`src/rtl/wsu_pkg.sv`:
```
// Shared types and header layout constants for the frame unmasker.
package wsu_pkg;

  // Low seven bits of byte 1 that select an extended header
  localparam logic [6:0] CodeMedium = 7'd126;
  localparam logic [6:0] CodeLong   = 7'd127;

  // Header sizes (payload offsets) for each layout
  localparam logic [3:0] SizeShort  = 4'd6;
  localparam logic [3:0] SizeMedium = 4'd8;
  localparam logic [3:0] SizeLong   = 4'd14;
  localparam logic [3:0] MaskBytes  = 4'd4;

  // Header byte that carries the length code
  localparam logic [3:0] PosLenCode = 4'd1;

  // One result item as it leaves the unmasking core
  typedef struct packed {
    logic       short_frame;
    logic       end_of_frame;
    logic       has_data;
    logic [7:0] payload_byte;
  } wsu_res_t;

endpackage

```
`src/rtl/wsu_core.sv`:
```
// Header tracking, mask capture and payload unmasking for one byte per step.
module wsu_core (
  input  logic            clk_i,
  input  logic            rst_ni,
  input  logic            step_i,
  input  logic [7:0]      byte_i,
  input  logic            last_i,
  output logic            res_valid_o,
  output wsu_pkg::wsu_res_t res_o
);
  import wsu_pkg::*;

  logic [3:0]  hdr_pos_q, hdr_pos_d;
  logic [3:0]  hdr_size_q, hdr_size_d;
  logic [31:0] mask_q, mask_d;
  logic [1:0]  phase_q, phase_d;

  logic [3:0]  size_eff;
  logic [3:0]  mask_start;
  logic [3:0]  pos_inc;
  logic [1:0]  mask_idx;
  logic        in_hdr;
  logic [7:0]  key_byte;

  // Header size as it stands after this byte
  always_comb begin
    size_eff = hdr_size_q;
    if (hdr_pos_q == PosLenCode) begin
      case (byte_i[6:0])
        CodeMedium: size_eff = SizeMedium;
        CodeLong:   size_eff = SizeLong;
        default:    size_eff = SizeShort;
      endcase
    end
  end

  assign in_hdr     = (hdr_pos_q < hdr_size_q);
  assign mask_start = size_eff - MaskBytes;
  assign mask_idx   = 2'(hdr_pos_q - mask_start);
  assign pos_inc    = hdr_pos_q + 4'd1;
  assign key_byte   = mask_q[8*phase_q +: 8];

  // Result and next state
  always_comb begin
    hdr_pos_d  = hdr_pos_q;
    hdr_size_d = hdr_size_q;
    mask_d     = mask_q;
    phase_d    = phase_q;
    res_o      = '0;
    if (in_hdr) begin
      res_valid_o        = last_i;
      res_o.end_of_frame = 1'b1;
      res_o.short_frame  = (pos_inc < size_eff);
      hdr_pos_d          = pos_inc;
      hdr_size_d         = size_eff;
      if (hdr_pos_q >= mask_start) begin
        mask_d[8*mask_idx +: 8] = byte_i;
      end
    end else begin
      res_valid_o        = 1'b1;
      res_o.payload_byte = byte_i ^ key_byte;
      res_o.has_data     = 1'b1;
      res_o.end_of_frame = last_i;
      phase_d            = phase_q + 2'd1;
    end
    // Frame ends: back to the start-of-frame state
    if (last_i) begin
      hdr_pos_d  = '0;
      hdr_size_d = SizeShort;
      mask_d     = '0;
      phase_d    = '0;
    end
  end

  // Frame state registers, updated once per processed byte
  always_ff @(posedge clk_i or negedge rst_ni) begin
    if (!rst_ni) begin
      hdr_pos_q  <= '0;
      hdr_size_q <= SizeShort;
      mask_q     <= '0;
      phase_q    <= '0;
    end else if (step_i) begin
      hdr_pos_q  <= hdr_pos_d;
      hdr_size_q <= hdr_size_d;
      mask_q     <= mask_d;
      phase_q    <= phase_d;
    end
  end

endmodule

```
`src/rtl/websocket_frame_unmasker_top.sv`:
```
// Top level of the client frame unmasker: input register, core and result register.
// Accepts one frame byte per cycle while no waiting result blocks it, and gives
// one result per payload byte, each XORed with the rotating four-byte mask, plus
// a single status result when a buffer ends inside the header (short frame, or
// complete header with no payload). Header bytes that do not end the buffer give
// no result. A byte moves from the input register through the core into the
// result register; throughput, one byte per cycle when nothing blocks, is set by
// that single pass through the core. The input side keeps taking bytes while a
// finished result waits, as long as the byte in the input register can move on.
module websocket_frame_unmasker_top (
  input  logic       clk_i,
  input  logic       rst_ni,
  input  logic       s_axis_tvalid,
  output logic       s_axis_tready,
  input  logic [7:0] s_axis_tdata,   // [7:0] frame_byte
  input  logic       s_axis_tlast,   // last_byte
  output logic       m_axis_tvalid,
  input  logic       m_axis_tready,
  output logic [7:0] m_axis_tdata,   // [7:0] payload_byte
  output logic [1:0] m_axis_tuser,   // [0] has_data, [1] short_frame
  output logic       m_axis_tlast    // end_of_frame
);
  import wsu_pkg::*;

  logic       in_valid_q;
  logic [7:0] in_byte_q;
  logic       in_last_q;
  logic       out_valid_q;
  wsu_res_t   out_res_q;

  logic       res_valid;
  wsu_res_t   res;
  logic       out_free;
  logic       in_adv;

  assign out_free      = !out_valid_q || m_axis_tready;
  assign in_adv        = in_valid_q && (!res_valid || out_free);
  assign s_axis_tready = !in_valid_q || in_adv;

  // Input register
  always_ff @(posedge clk_i or negedge rst_ni) begin
    if (!rst_ni) begin
      in_valid_q <= 1'b0;
    end else if (s_axis_tready) begin
      in_valid_q <= s_axis_tvalid;
    end
  end

  always_ff @(posedge clk_i) begin
    if (s_axis_tready && s_axis_tvalid) begin
      in_byte_q <= s_axis_tdata;
      in_last_q <= s_axis_tlast;
    end
  end

  wsu_core u_core (
    .clk_i       (clk_i),
    .rst_ni      (rst_ni),
    .step_i      (in_adv),
    .byte_i      (in_byte_q),
    .last_i      (in_last_q),
    .res_valid_o (res_valid),
    .res_o       (res)
  );

  // Result register
  always_ff @(posedge clk_i or negedge rst_ni) begin
    if (!rst_ni) begin
      out_valid_q <= 1'b0;
    end else if (out_free) begin
      out_valid_q <= in_adv && res_valid;
    end
  end

  always_ff @(posedge clk_i) begin
    if (out_free && in_adv && res_valid) begin
      out_res_q <= res;
    end
  end

  assign m_axis_tvalid = out_valid_q;
  assign m_axis_tdata  = out_res_q.payload_byte;
  assign m_axis_tuser  = {out_res_q.short_frame, out_res_q.has_data};
  assign m_axis_tlast  = out_res_q.end_of_frame;

endmodule

```
`config.mk`:
```
export PLATFORM = sky130hd
export DESIGN_NAME = websocket_frame_unmasker_top
export DESIGN_NICKNAME = d
export VERILOG_FILES = /design/src/rtl/wsu_pkg.sv /design/src/rtl/wsu_core.sv /design/src/rtl/websocket_frame_unmasker_top.sv
export SDC_FILE = /design/constraint.sdc
export NUM_CORES = 1
export LEC_CHECK = 0
export BUFFER_PORTS_ARGS = -buffer_cell sky130_fd_sc_hd__buf_2
export CAP_MARGIN = 20
export CORE_UTILIZATION = 40
export DETAILED_ROUTE_END_ITERATION = 10
export SLEW_MARGIN = 20
export SYNTH_ARGS = -nofsm -noshare
export SYNTH_HDL_FRONTEND = slang
export SYNTH_HIERARCHICAL = 1
export SYNTH_SLANG_ARGS = --single-unit
```
`constraint.sdc`:
```
create_clock -name clk_i -period 4.5 [get_ports clk_i]
set_clock_uncertainty 0.05 [all_clocks]
set_input_delay 0.45 -clock clk_i [delete_from_list [all_inputs] [get_ports clk_i]]
set_output_delay 0.45 -clock clk_i [all_outputs]
set_load 0.05 [all_outputs]
```
==> impl_metrics.tcl, run 1 <==
set metrics [dict create \
    first_pass_iters 4 \
    syn_area_per_cell_um2 11.6 \
    final_hold_viol_count 0 \
    die_h_um 94.7 \
    fp.dieArea_um2 8970 \
    power_density_nw_per_um2 364 \
    antenna_found_initial 0 \
    cts_tree "built" \
    instances_no_fill 431 \
    cts_sinks 64 \
    fin_crit_ns 3.51 \
    fin_crit_sh_pct 77.9 \
    critPathLaunch "u_core/hdr_pos_q[1]" \
    synth_nets 329 \
    drive_gt1_share_pct 18.7 \
    syn_area_um2 3440 \
    p_leak_nw 1.60 \
    maxCapViolations 0 \
    vdd_drop_max_v 0.000182 \
    drc 0 \
    grt_max_degree 45 \
    synth_cell_type_count 54 \
    cts_setup_buffers 0 \
    boundaryPins 26 \
    synthFlopType "dfrtp_1" \
    crit_type "register to register" \
    grt_pass1_wl_mm 11.4 \
    finalWirelength_mm 6.81 \
    crit_required_ns 4.71 \
    finalSetupViolCount 0 \
    port_buffers 25 \
    dp.final_hpwl_mm 4.55 \
    cts_made_buffers 9 \
    regArea_um2 1700 \
    vias 2215 \
    gp_congestion 0.788 \
    clkTransAtPathRegs_ns 0.07 \
    coreArea_um2 8260 \
    grt_pass1_vias 2265 \
    max_clock_freq_mhz 285 \
    worst_slew_pin_slew_ns 0.859 \
    seq_area_frac_synth_pct 49.5 \
    fillers 775 \
    tns_ns 0 \
    rr_startpoint "u_core/hdr_pos_q[1]" \
    vias_per_cell 5.14 \
    placedCellCount 415 \
    cts.htree.levels 3 \
    regToRegSetupSlack_ns 0.99 \
    ys_seq_elements 64 \
    root_buffer "clkbuf_8" \
    cp.arrival_ns 3.72 \
    diodes 0 \
    area_growth_pct 10.6 \
    ys_warn_count 6 \
    end_kind "register" \
    critPathLaunchType "register" \
    worstSetupEndpoint "u_core/mask_q[25]" \
    synthCells 297 \
    grtUsageTotal_pct 17.4 \
    final_antenna_net_count 0 \
    reg2reg_depth 11 \
    multi_input_area_um2 1540 \
    cts_buffer_depth 2 \
    status "finished clean" \
    insertion_delay_ns 0.34 \
    drtIter0Drc 97 \
    synth_edf_count 20 \
    fin_nets 353 \
    drv_slew 0 \
    critical_path_peak_fanout 8 \
    rsz0062_at_grt "no" \
    start_util_pct 41.7 \
    grt_overflow 0 \
    hold_path.class "input pin to async pin" \
    cts_resized 0 \
    postCtsHoldBufs 0 \
    r2r_end "u_core/mask_q[25]" \
    power_w 0.00139 \
    chipWidth_um 94.7 \
    synthArstFlopShare_pct 68.8 \
    post_drt_wl_per_cell_um 15.8 \
    rows 33 \
    slew_headroom_pct 42.3 \
]
==> flip-flops by register name, indices dropped and copies added, names as in the netlist <==
register and cells:
m_axis_tvalid 1, u_core/phase_q 2, m_axis_tdata 8, in_last_q 1, in_valid_q 1, m_axis_tuser 2
u_core/hdr_pos_q 4, m_axis_tlast 1, u_core/hdr_size_q 4, u_core/mask_q 32, in_byte_q 8
==> cells in the final DEF (no fill, tap or decap), types with 3 or more instances in the layout <==
master	instances
nand2_1	54
dfrtp_1	42
mux2i_1	33
inv_1	28
buf_2	24
edfxtp_1	20
ha_1	18
nor2_1	11
clkbuf_8	10
xnor2_1	9
mux4_2	8
nor2b_1	4
nand2b_1	4
buf_4	3
and4_1	3
a21oi_1	3
a22o_1	3
==> worst min-delay path by stage <==
stage | start | endpoint | slack [ns] | cells past startpoint
floorplan | rst_ni | in_valid_q | 0.10 | 0
global placement | u_core/hdr_size_q[3] | u_core/hdr_size_q[3] | 0.44 | 1
detailed placement | u_core/hdr_size_q[3] | u_core/hdr_size_q[3] | 0.43 | 1
CTS | s_axis_tdata[7] | in_byte_q[7] | 0.21 | 1
global route | rst_ni | u_core/mask_q[8] | 0.10 | 1
finish | rst_ni | u_core/hdr_pos_q[0] | 0.06 | 1
==> worst max-delay path, cell delays in order (launching register included) <==
cell,delay [ns]
dfrtp_1,0.47
inv_1,0.09
ha_1,0.13
nor3b_4,0.34
and4bb_1,0.25
o21bai_1,0.21
fa_1,0.53
ha_1,0.33
nand2_1,0.07
nor4_2,0.64
nand2_1,0.12
mux2i_1,0.18
==> logic make-up (layout without fill, tap and decap cells) <==
| group | count (synthesis) | after routing | share of synthesized area, % |
|---|---|---|---|
| DFF | 64 | 64 | 49.5 |
| buffers and inverters | 43 | 72 | 5.57 |
| AOI/OAI and AO/OA | 27 | 27 | 6.18 |
| muxes | 42 | 42 | 15.2 |
| xor gates and xnor gates | 11 | 11 | 2.80 |
| and+or+nand+nor | 91 | 91 | 13.6 |
| adders and majority gates | 19 | 19 | 7.13 |
==> Yosys cell counts (all sizes together) (3+ instances only) <==
master  instances  area (um2)
ha             18         225
and4            3        26.3
dfrtp          42        1050
mux4            8         180
nand2b          4        25.0
nor2           11        41.3
nand2          54         203
nor2b           4        25.0
buf             9        62.6
a21oi           3        15.0
inv            29         109
mux2i          33         330
clkbuf          5        20.0
edfxtp         20         601
o21ai           3        15.0
xnor2           9        78.8
a22o            3        26.3
nor3b           3        50.1
==> routing by layer <==
layer / part of all wire, % / routed length, um / vias up / global-route usage, %
met4: 2.2 / 152 / 0 / 8.46
met2: 44 / 3010 / 42 / 26.3
met3: 2.9 / 197 / 13 / 3.38
met5: 0 / 0 / - / 0
li1: - / - / 1070 / -
met1: 51 / 3460 / 1090 / 23.9
==> cell type report <==
type	count	area share [%]
Sequential cell	64	44.8
Multi-Input combinational cell	190	40.6
Clock buffer	11	3.72
Clock inverter	5	0.855
Tap cell	105	3.45
Timing Repair Buffer	27	3.75
Inverter	29	2.86
==> power breakdown <==
part / leakage [nW] / switching [W] / internal, W
clock: 0.0830 / 0.000226 / 0.000213
combinational: 0.730 / 0.000141 / 0.000108
sequential: 0.787 / 0.0000664 / 0.000632
total: 1.60 / 0.000434 / 0.000953
==> per-stage QoR <==
stage               setup slack [ns]  area [um2]  hold WS (ns)  util (%)
detailed placement              1.03        3630         0.431      43.9
global route                   0.747        3800         0.104      46.1
global placement                1.13        3630         0.436      43.9
CTS                             1.01        3800         0.213      46.0
finish                         0.993        3800        0.0551      46.1
floorplan                       1.46        3440         0.104         -
(Power assumes the default switching activity.)
==> inputs of run 2 (changes only) <==
==> constraint.sdc (replaced) <==
create_clock -name clk_i -period 3.31 [get_ports clk_i]
set_clock_uncertainty 0.05 [all_clocks]
set_input_delay 0.331 -clock clk_i [delete_from_list [all_inputs] [get_ports clk_i]]
set_output_delay 0.331 -clock clk_i [all_outputs]
set_load 0.05 [all_outputs]
==> run 2 against run 1 <==
Net effect: total power is 42% higher; count of clock-buffer cells in the layout is 1 lower; die area stayed put; sequential power is 34% higher; global-route usage is 0.57 points higher; flip-flop and latch count stayed put; combinational power is 53% higher; cell count is 3.9% higher; first-iteration DRC count is 20% lower; worst hold slack better by 0.048 ns; clock power is 49% higher; critical endpoint is now u_core/mask_q[11].
==> impl_metrics.tcl, run 2 (synthesis results as in run 1) <==
set metrics [dict create \
    status "finished clean" \
    crit_type "register to register" \
    grt_pass1_wl_mm 11.7 \
    drtIter0Drc 78 \
    regMostFlops "u_core/mask_q" \
    gp_congestion 0.818 \
    slew_headroom_pct 56.1 \
    start_util_pct 41.7 \
    critical_path_peak_fanout 8 \
    power_density_nw_per_um2 498 \
    area_growth_pct 14.9 \
    cts_sinks 64 \
    antenna_found_initial 0 \
    post_drt_wl_per_cell_um 16.0 \
    coreArea_um2 8260 \
    multi_input_area_um2 1550 \
    fp.dieArea_um2 8970 \
    fin_crit_ns 3.05 \
    worst_slew_pin_slew_ns 0.658 \
    drc 0 \
    final_hold_viol_count 0 \
    grt_util_met3_pct 3.78 \
    finalWirelength_mm 7.16 \
    vias 2285 \
    hold-path-cell-count 1 \
    rows 33 \
    rr_startpoint "u_core/hdr_pos_q[1]" \
    first_pass_iters 4 \
    vdd_drop_max_v 0.000213 \
    finalWorstSetupSlack_ns 0.259 \
    critPathLaunch "u_core/hdr_pos_q[1]" \
    final_antenna_net_count 0 \
    cts.htree.levels 3 \
    largest_reg_flops 32 \
    max_clock_freq_mhz 328 \
    final_cell_mix "54 x nand2_1, 42 x dfrtp_1, 33 x mux2i_1, 28 x inv_1, 24 x buf_2" \
    clkTransAtPathRegs_ns 0.07 \
    hold_path_end "in_byte_q[2]" \
    cp.arrival_ns 3.27 \
    drv_slew 0 \
    drive_gt1_share_pct 23.0 \
    fillers 774 \
    grt_max_degree 45 \
    fin_nets 370 \
    finalSetupViolCount 0 \
    cts_tree "built" \
    dp.final_hpwl_mm 4.91 \
    vias_per_cell 5.10 \
    chipWidth_um 94.7 \
    busiest_layer "met2" \
    critPathLaunchType "register" \
    maxCapViolations 0 \
    rsz0062_at_grt "no" \
    pre_cts_ws_ns 0.166 \
    insertion_delay_ns 0.35 \
    grtUsageTotal_pct 18.0 \
    cts_buffer_depth 2 \
    fin_worst_hold_slack_ns 0.103 \
    die_h_um 94.7 \
    fin_crit_sh_pct 92.2 \
    regArea_um2 1700 \
    diodes 0 \
    crit_required_ns 3.53 \
    grt_pass1_vias 2302 \
    hold_start "s_axis_tdata[2]" \
    cts_setup_buffers 0 \
    boundaryPins 26 \
    grt.met2_usage_pct 27.0 \
    cts_made_buffers 9 \
    reg2reg_depth 11 \
    tns_ns 0 \
    power_w 0.00197 \
    root_buffer "clkbuf_8" \
    port_buffers 25 \
    grt_overflow 0 \
    regToRegSetupSlack_ns 0.26 \
    fin_util_pct 47.8 \
    r2r_end "u_core/mask_q[11]" \
    final_common_cell "nand2_1" \
    end_kind "register" \
    use_met1_pct 24.5 \
    hold_path.class "input pin to register" \
    p_leak_nw 1.69 \
]
==> run 2: changes by cell type in the layout (fill, tap and decap cells not counted), sizes merged <==
| cell | before | now |
|---|---|---|
| clkinvlp | 2 | 1 |
| dlygate4sd3 | 0 | 1 |
| clkinv | 3 | 4 |
| clkbuf | 11 | 10 |
| buf | 27 | 43 |
| bufinv | 0 | 1 |
==> run 2: power breakdown <==
group	switching, W	internal (W)
sequential	0.0000754	0.000859
clock	0.000309	0.000344
combinational	0.000213	0.000168
==> run 2: how the worst max path moves through the flow <==
stage | to
after floorplan | u_core/mask_q[20]
after global placement | u_core/mask_q[11]
after detailed placement | u_core/mask_q[11]
after CTS | u_core/mask_q[11]
after global routing | u_core/mask_q[11]
final | u_core/mask_q[11]
==> run 2: critical path, stage by stage (launching register included) <==
cell and delay [ns]:
dfrtp_1 0.38, inv_1 0.06, ha_1 0.13, nor3b_4 0.31, and4bb_1 0.25, o21bai_1 0.15, fa_1 0.50, ha_1 0.33
nor3_1 0.25, and3_2 0.33, nand2_1 0.08, mux2i_1 0.15
==> run 2: area by class of cell <==
type | count | area share, %
inverter | 29 | 2.75
clock inverter | 6 | 1.52
sequential | 64 | 43.1
clock buffer | 10 | 3.23
multi-input combinational | 190 | 39.1
timing repair buffer | 44 | 6.90
tap | 105 | 3.32
==> run 2: metrics by stage <==
step	area [um2]	instances
after floorplan	3440	297
after global placement	3750	431
after detailed placement	3750	431
after CTS	3940	447
after global routing	3950	448
final	3950	448
==> run 2: timing repair <==
item | CTS | global route
hold endpoints to repair | 0 | 42
endpoints found under the setup margin | 0 | 15
resized for setup | 0 | 2
hold buffers | 0 | 1
==> run 2: layer usage <==
metal / up-vias / wire length (um)
met1: 1119 / 3510
met4: 0 / 196
met3: 15 / 268
met5: - / 0
met2: 47 / 3180
li1: 1104 / -
==> inputs of run 3 (changes only) <==
--- a/config.mk
+++ b/config.mk
@@ -7,7 +7,7 @@
 export LEC_CHECK = 0
 export BUFFER_PORTS_ARGS = -buffer_cell sky130_fd_sc_hd__buf_2
 export CAP_MARGIN = 20
-export CORE_UTILIZATION = 40
+export CORE_UTILIZATION = 45
 export DETAILED_ROUTE_END_ITERATION = 10
 export SLEW_MARGIN = 20
 export SYNTH_ARGS = -nofsm -noshare
==> run 3 against run 2 <==
Net effect: flip-flop and latch count did not move; sequential share of layout area fell by 0.49 points; cell count fell by 0.89%; first-iteration DRC count rose by 58%; critical path type unchanged; largest power group unchanged.
==> impl_metrics.tcl, run 3 (synthesis results as in run 1) <==
set metrics [dict create \
    chipWidth_um 89.4 \
    worst_slew_pin_slew_ns 0.868 \
    crit_required_ns 3.54 \
    vdd_drop_max_v 0.000241 \
    grt_pass1_vias 2194 \
    grt_pass1_wl_mm 11.8 \
    fin_area_um2 4000 \
    gp_congestion 0.835 \
    drc 0 \
    insertion_delay_ns 0.35 \
    final_antenna_net_count 0 \
    busiest_layer "met1" \
    boundaryPins 26 \
    die_h_um 89.4 \
    cts_setup_buffers 0 \
    critical_path_peak_fanout 8 \
    finalWirelength_mm 7.24 \
    port_buffers 25 \
    coreArea_um2 7330 \
    cp.arrival_ns 3.21 \
    grtUsageTotal_pct 20.8 \
    critPathLaunchType "register" \
    rows 31 \
    use_met1_pct 31.5 \
    power_density_nw_per_um2 523 \
    drtIter0Drc 123 \
    instances_no_fill 444 \
    slew_headroom_pct 42.1 \
    end_kind "register" \
    drv_slew 0 \
    post_drt_wl_per_cell_um 16.3 \
    fin_nets 372 \
    grt_overflow 0 \
    finalWorstSetupSlack_ns 0.325 \
    vias_per_cell 5.11 \
    start_util_pct 46.9 \
    dp.final_hpwl_mm 5.16 \
    cts.htree.levels 3 \
    tns_ns 0 \
    final_hold_viol_count 0 \
    placedCellCount 428 \
    fin_crit_sh_pct 90.2 \
    largest_reg_flops 32 \
    final_cell_mix "54 x nand2_1, 42 x dfrtp_1, 33 x mux2i_1, 28 x inv_1, 25 x buf_2" \
    finalSetupViolCount 0 \
    vias 2271 \
    cts_buffer_depth 2 \
    place_area_um2 3760 \
    cts_tree "built" \
    antenna_found_initial 0 \
    area_growth_pct 16.2 \
    rsz0062_at_grt "no" \
    clkTransAtPathRegs_ns 0.08 \
    pre_cts_ws_ns 0.256 \
    maxCapViolations 0 \
    drive_gt1_share_pct 24.3 \
    regMostFlops "u_core/mask_q" \
    cts_sinks 64 \
    fin_crit_ns 2.98 \
    diodes 0 \
    grt_max_degree 38 \
    max_clock_freq_mhz 335 \
    grt_util_met3_pct 4.43 \
    fp.dieArea_um2 8000 \
    status "finished clean" \
    p_leak_nw 1.72 \
    first_pass_iters 4 \
    final_common_cell "nand2_1" \
    hold_path.class "input pin to async pin" \
    crit_type "register to register" \
    power_w 0.00209 \
    grt.met2_usage_pct 27.9 \
    cts_made_buffers 9 \
    root_buffer "clkbuf_8" \
]
==> run 3: cell count changes in the layout (fill, tap and decap cells not counted), sizes merged <==
cell	delta
dlygate4sd3	-1
buf	+3
clkinvlp	+1
bufinv	+1
clkinv	-2
==> run 3: worst max-delay path: stages (launching register included) <==
cell and delay (ns):
dfrtp_1 0.37, inv_1 0.05, ha_1 0.14, nor3b_4 0.31, and4bb_1 0.26, o21bai_1 0.16, fa_1 0.50, ha_1 0.33
nor3_1 0.22, and3_2 0.31, nand2_1 0.08, mux2i_1 0.14
==> run 3: worst paths after layout <==
kind	start	to	slack (ns)	cells after the start
max	u_core/hdr_pos_q[1]	u_core/mask_q[15]	0.33	11
min	rst_ni	u_core/hdr_pos_q[3]	0.04	1
max reg2reg	u_core/hdr_pos_q[1]	u_core/mask_q[15]	0.33	11
min reg2reg	u_core/hdr_size_q[2]	u_core/hdr_size_q[2]	0.47	2
max in group asynchronous	rst_ni	u_core/hdr_size_q[1]	2.42	2
min in group clk_i	s_axis_tdata[7]	in_byte_q[7]	0.10	1
==> run 3: power by group <==
group / internal [W] / switching (W)
clock network: 0.000447 / 0.000330
logic: 0.000173 / 0.000214
registers: 0.000859 / 0.0000688
==> run 3: what timing repair did <==
item                                    in CTS  in global routing
hold buffers                                 0                  0
hold endpoints to repair                     0                  0
resized for setup                            0                  2
endpoints found under the setup margin       0                 16
==> run 3: layer usage <==
| metal | vias to the layer above | wire length [um] |
|---|---|---|
| li1 | 1110 | - |
| met1 | 1104 | 3840 |
| met2 | 48 | 2960 |
| met3 | 9 | 305 |
| met4 | 0 | 145 |
| met5 | - | 0 |
==> run 3: through the flow <==
stage	hold WS [ns]	util, %
floorplan	-0.0146	-
global placement	0.434	51.3
detailed placement	0.445	51.3
CTS	0.0706	54.5
global route	0.0846	54.5
finish	0.0418	54.5
==> run 3: final cells by class <==
class	count	area (um2)
inverter	29	109
multi-input combinational	190	1550
clock inverter	6	92.6
fill	648	3330
timing repair buffer	46	283
clock buffer	10	138
tap	99	124
sequential	64	1700
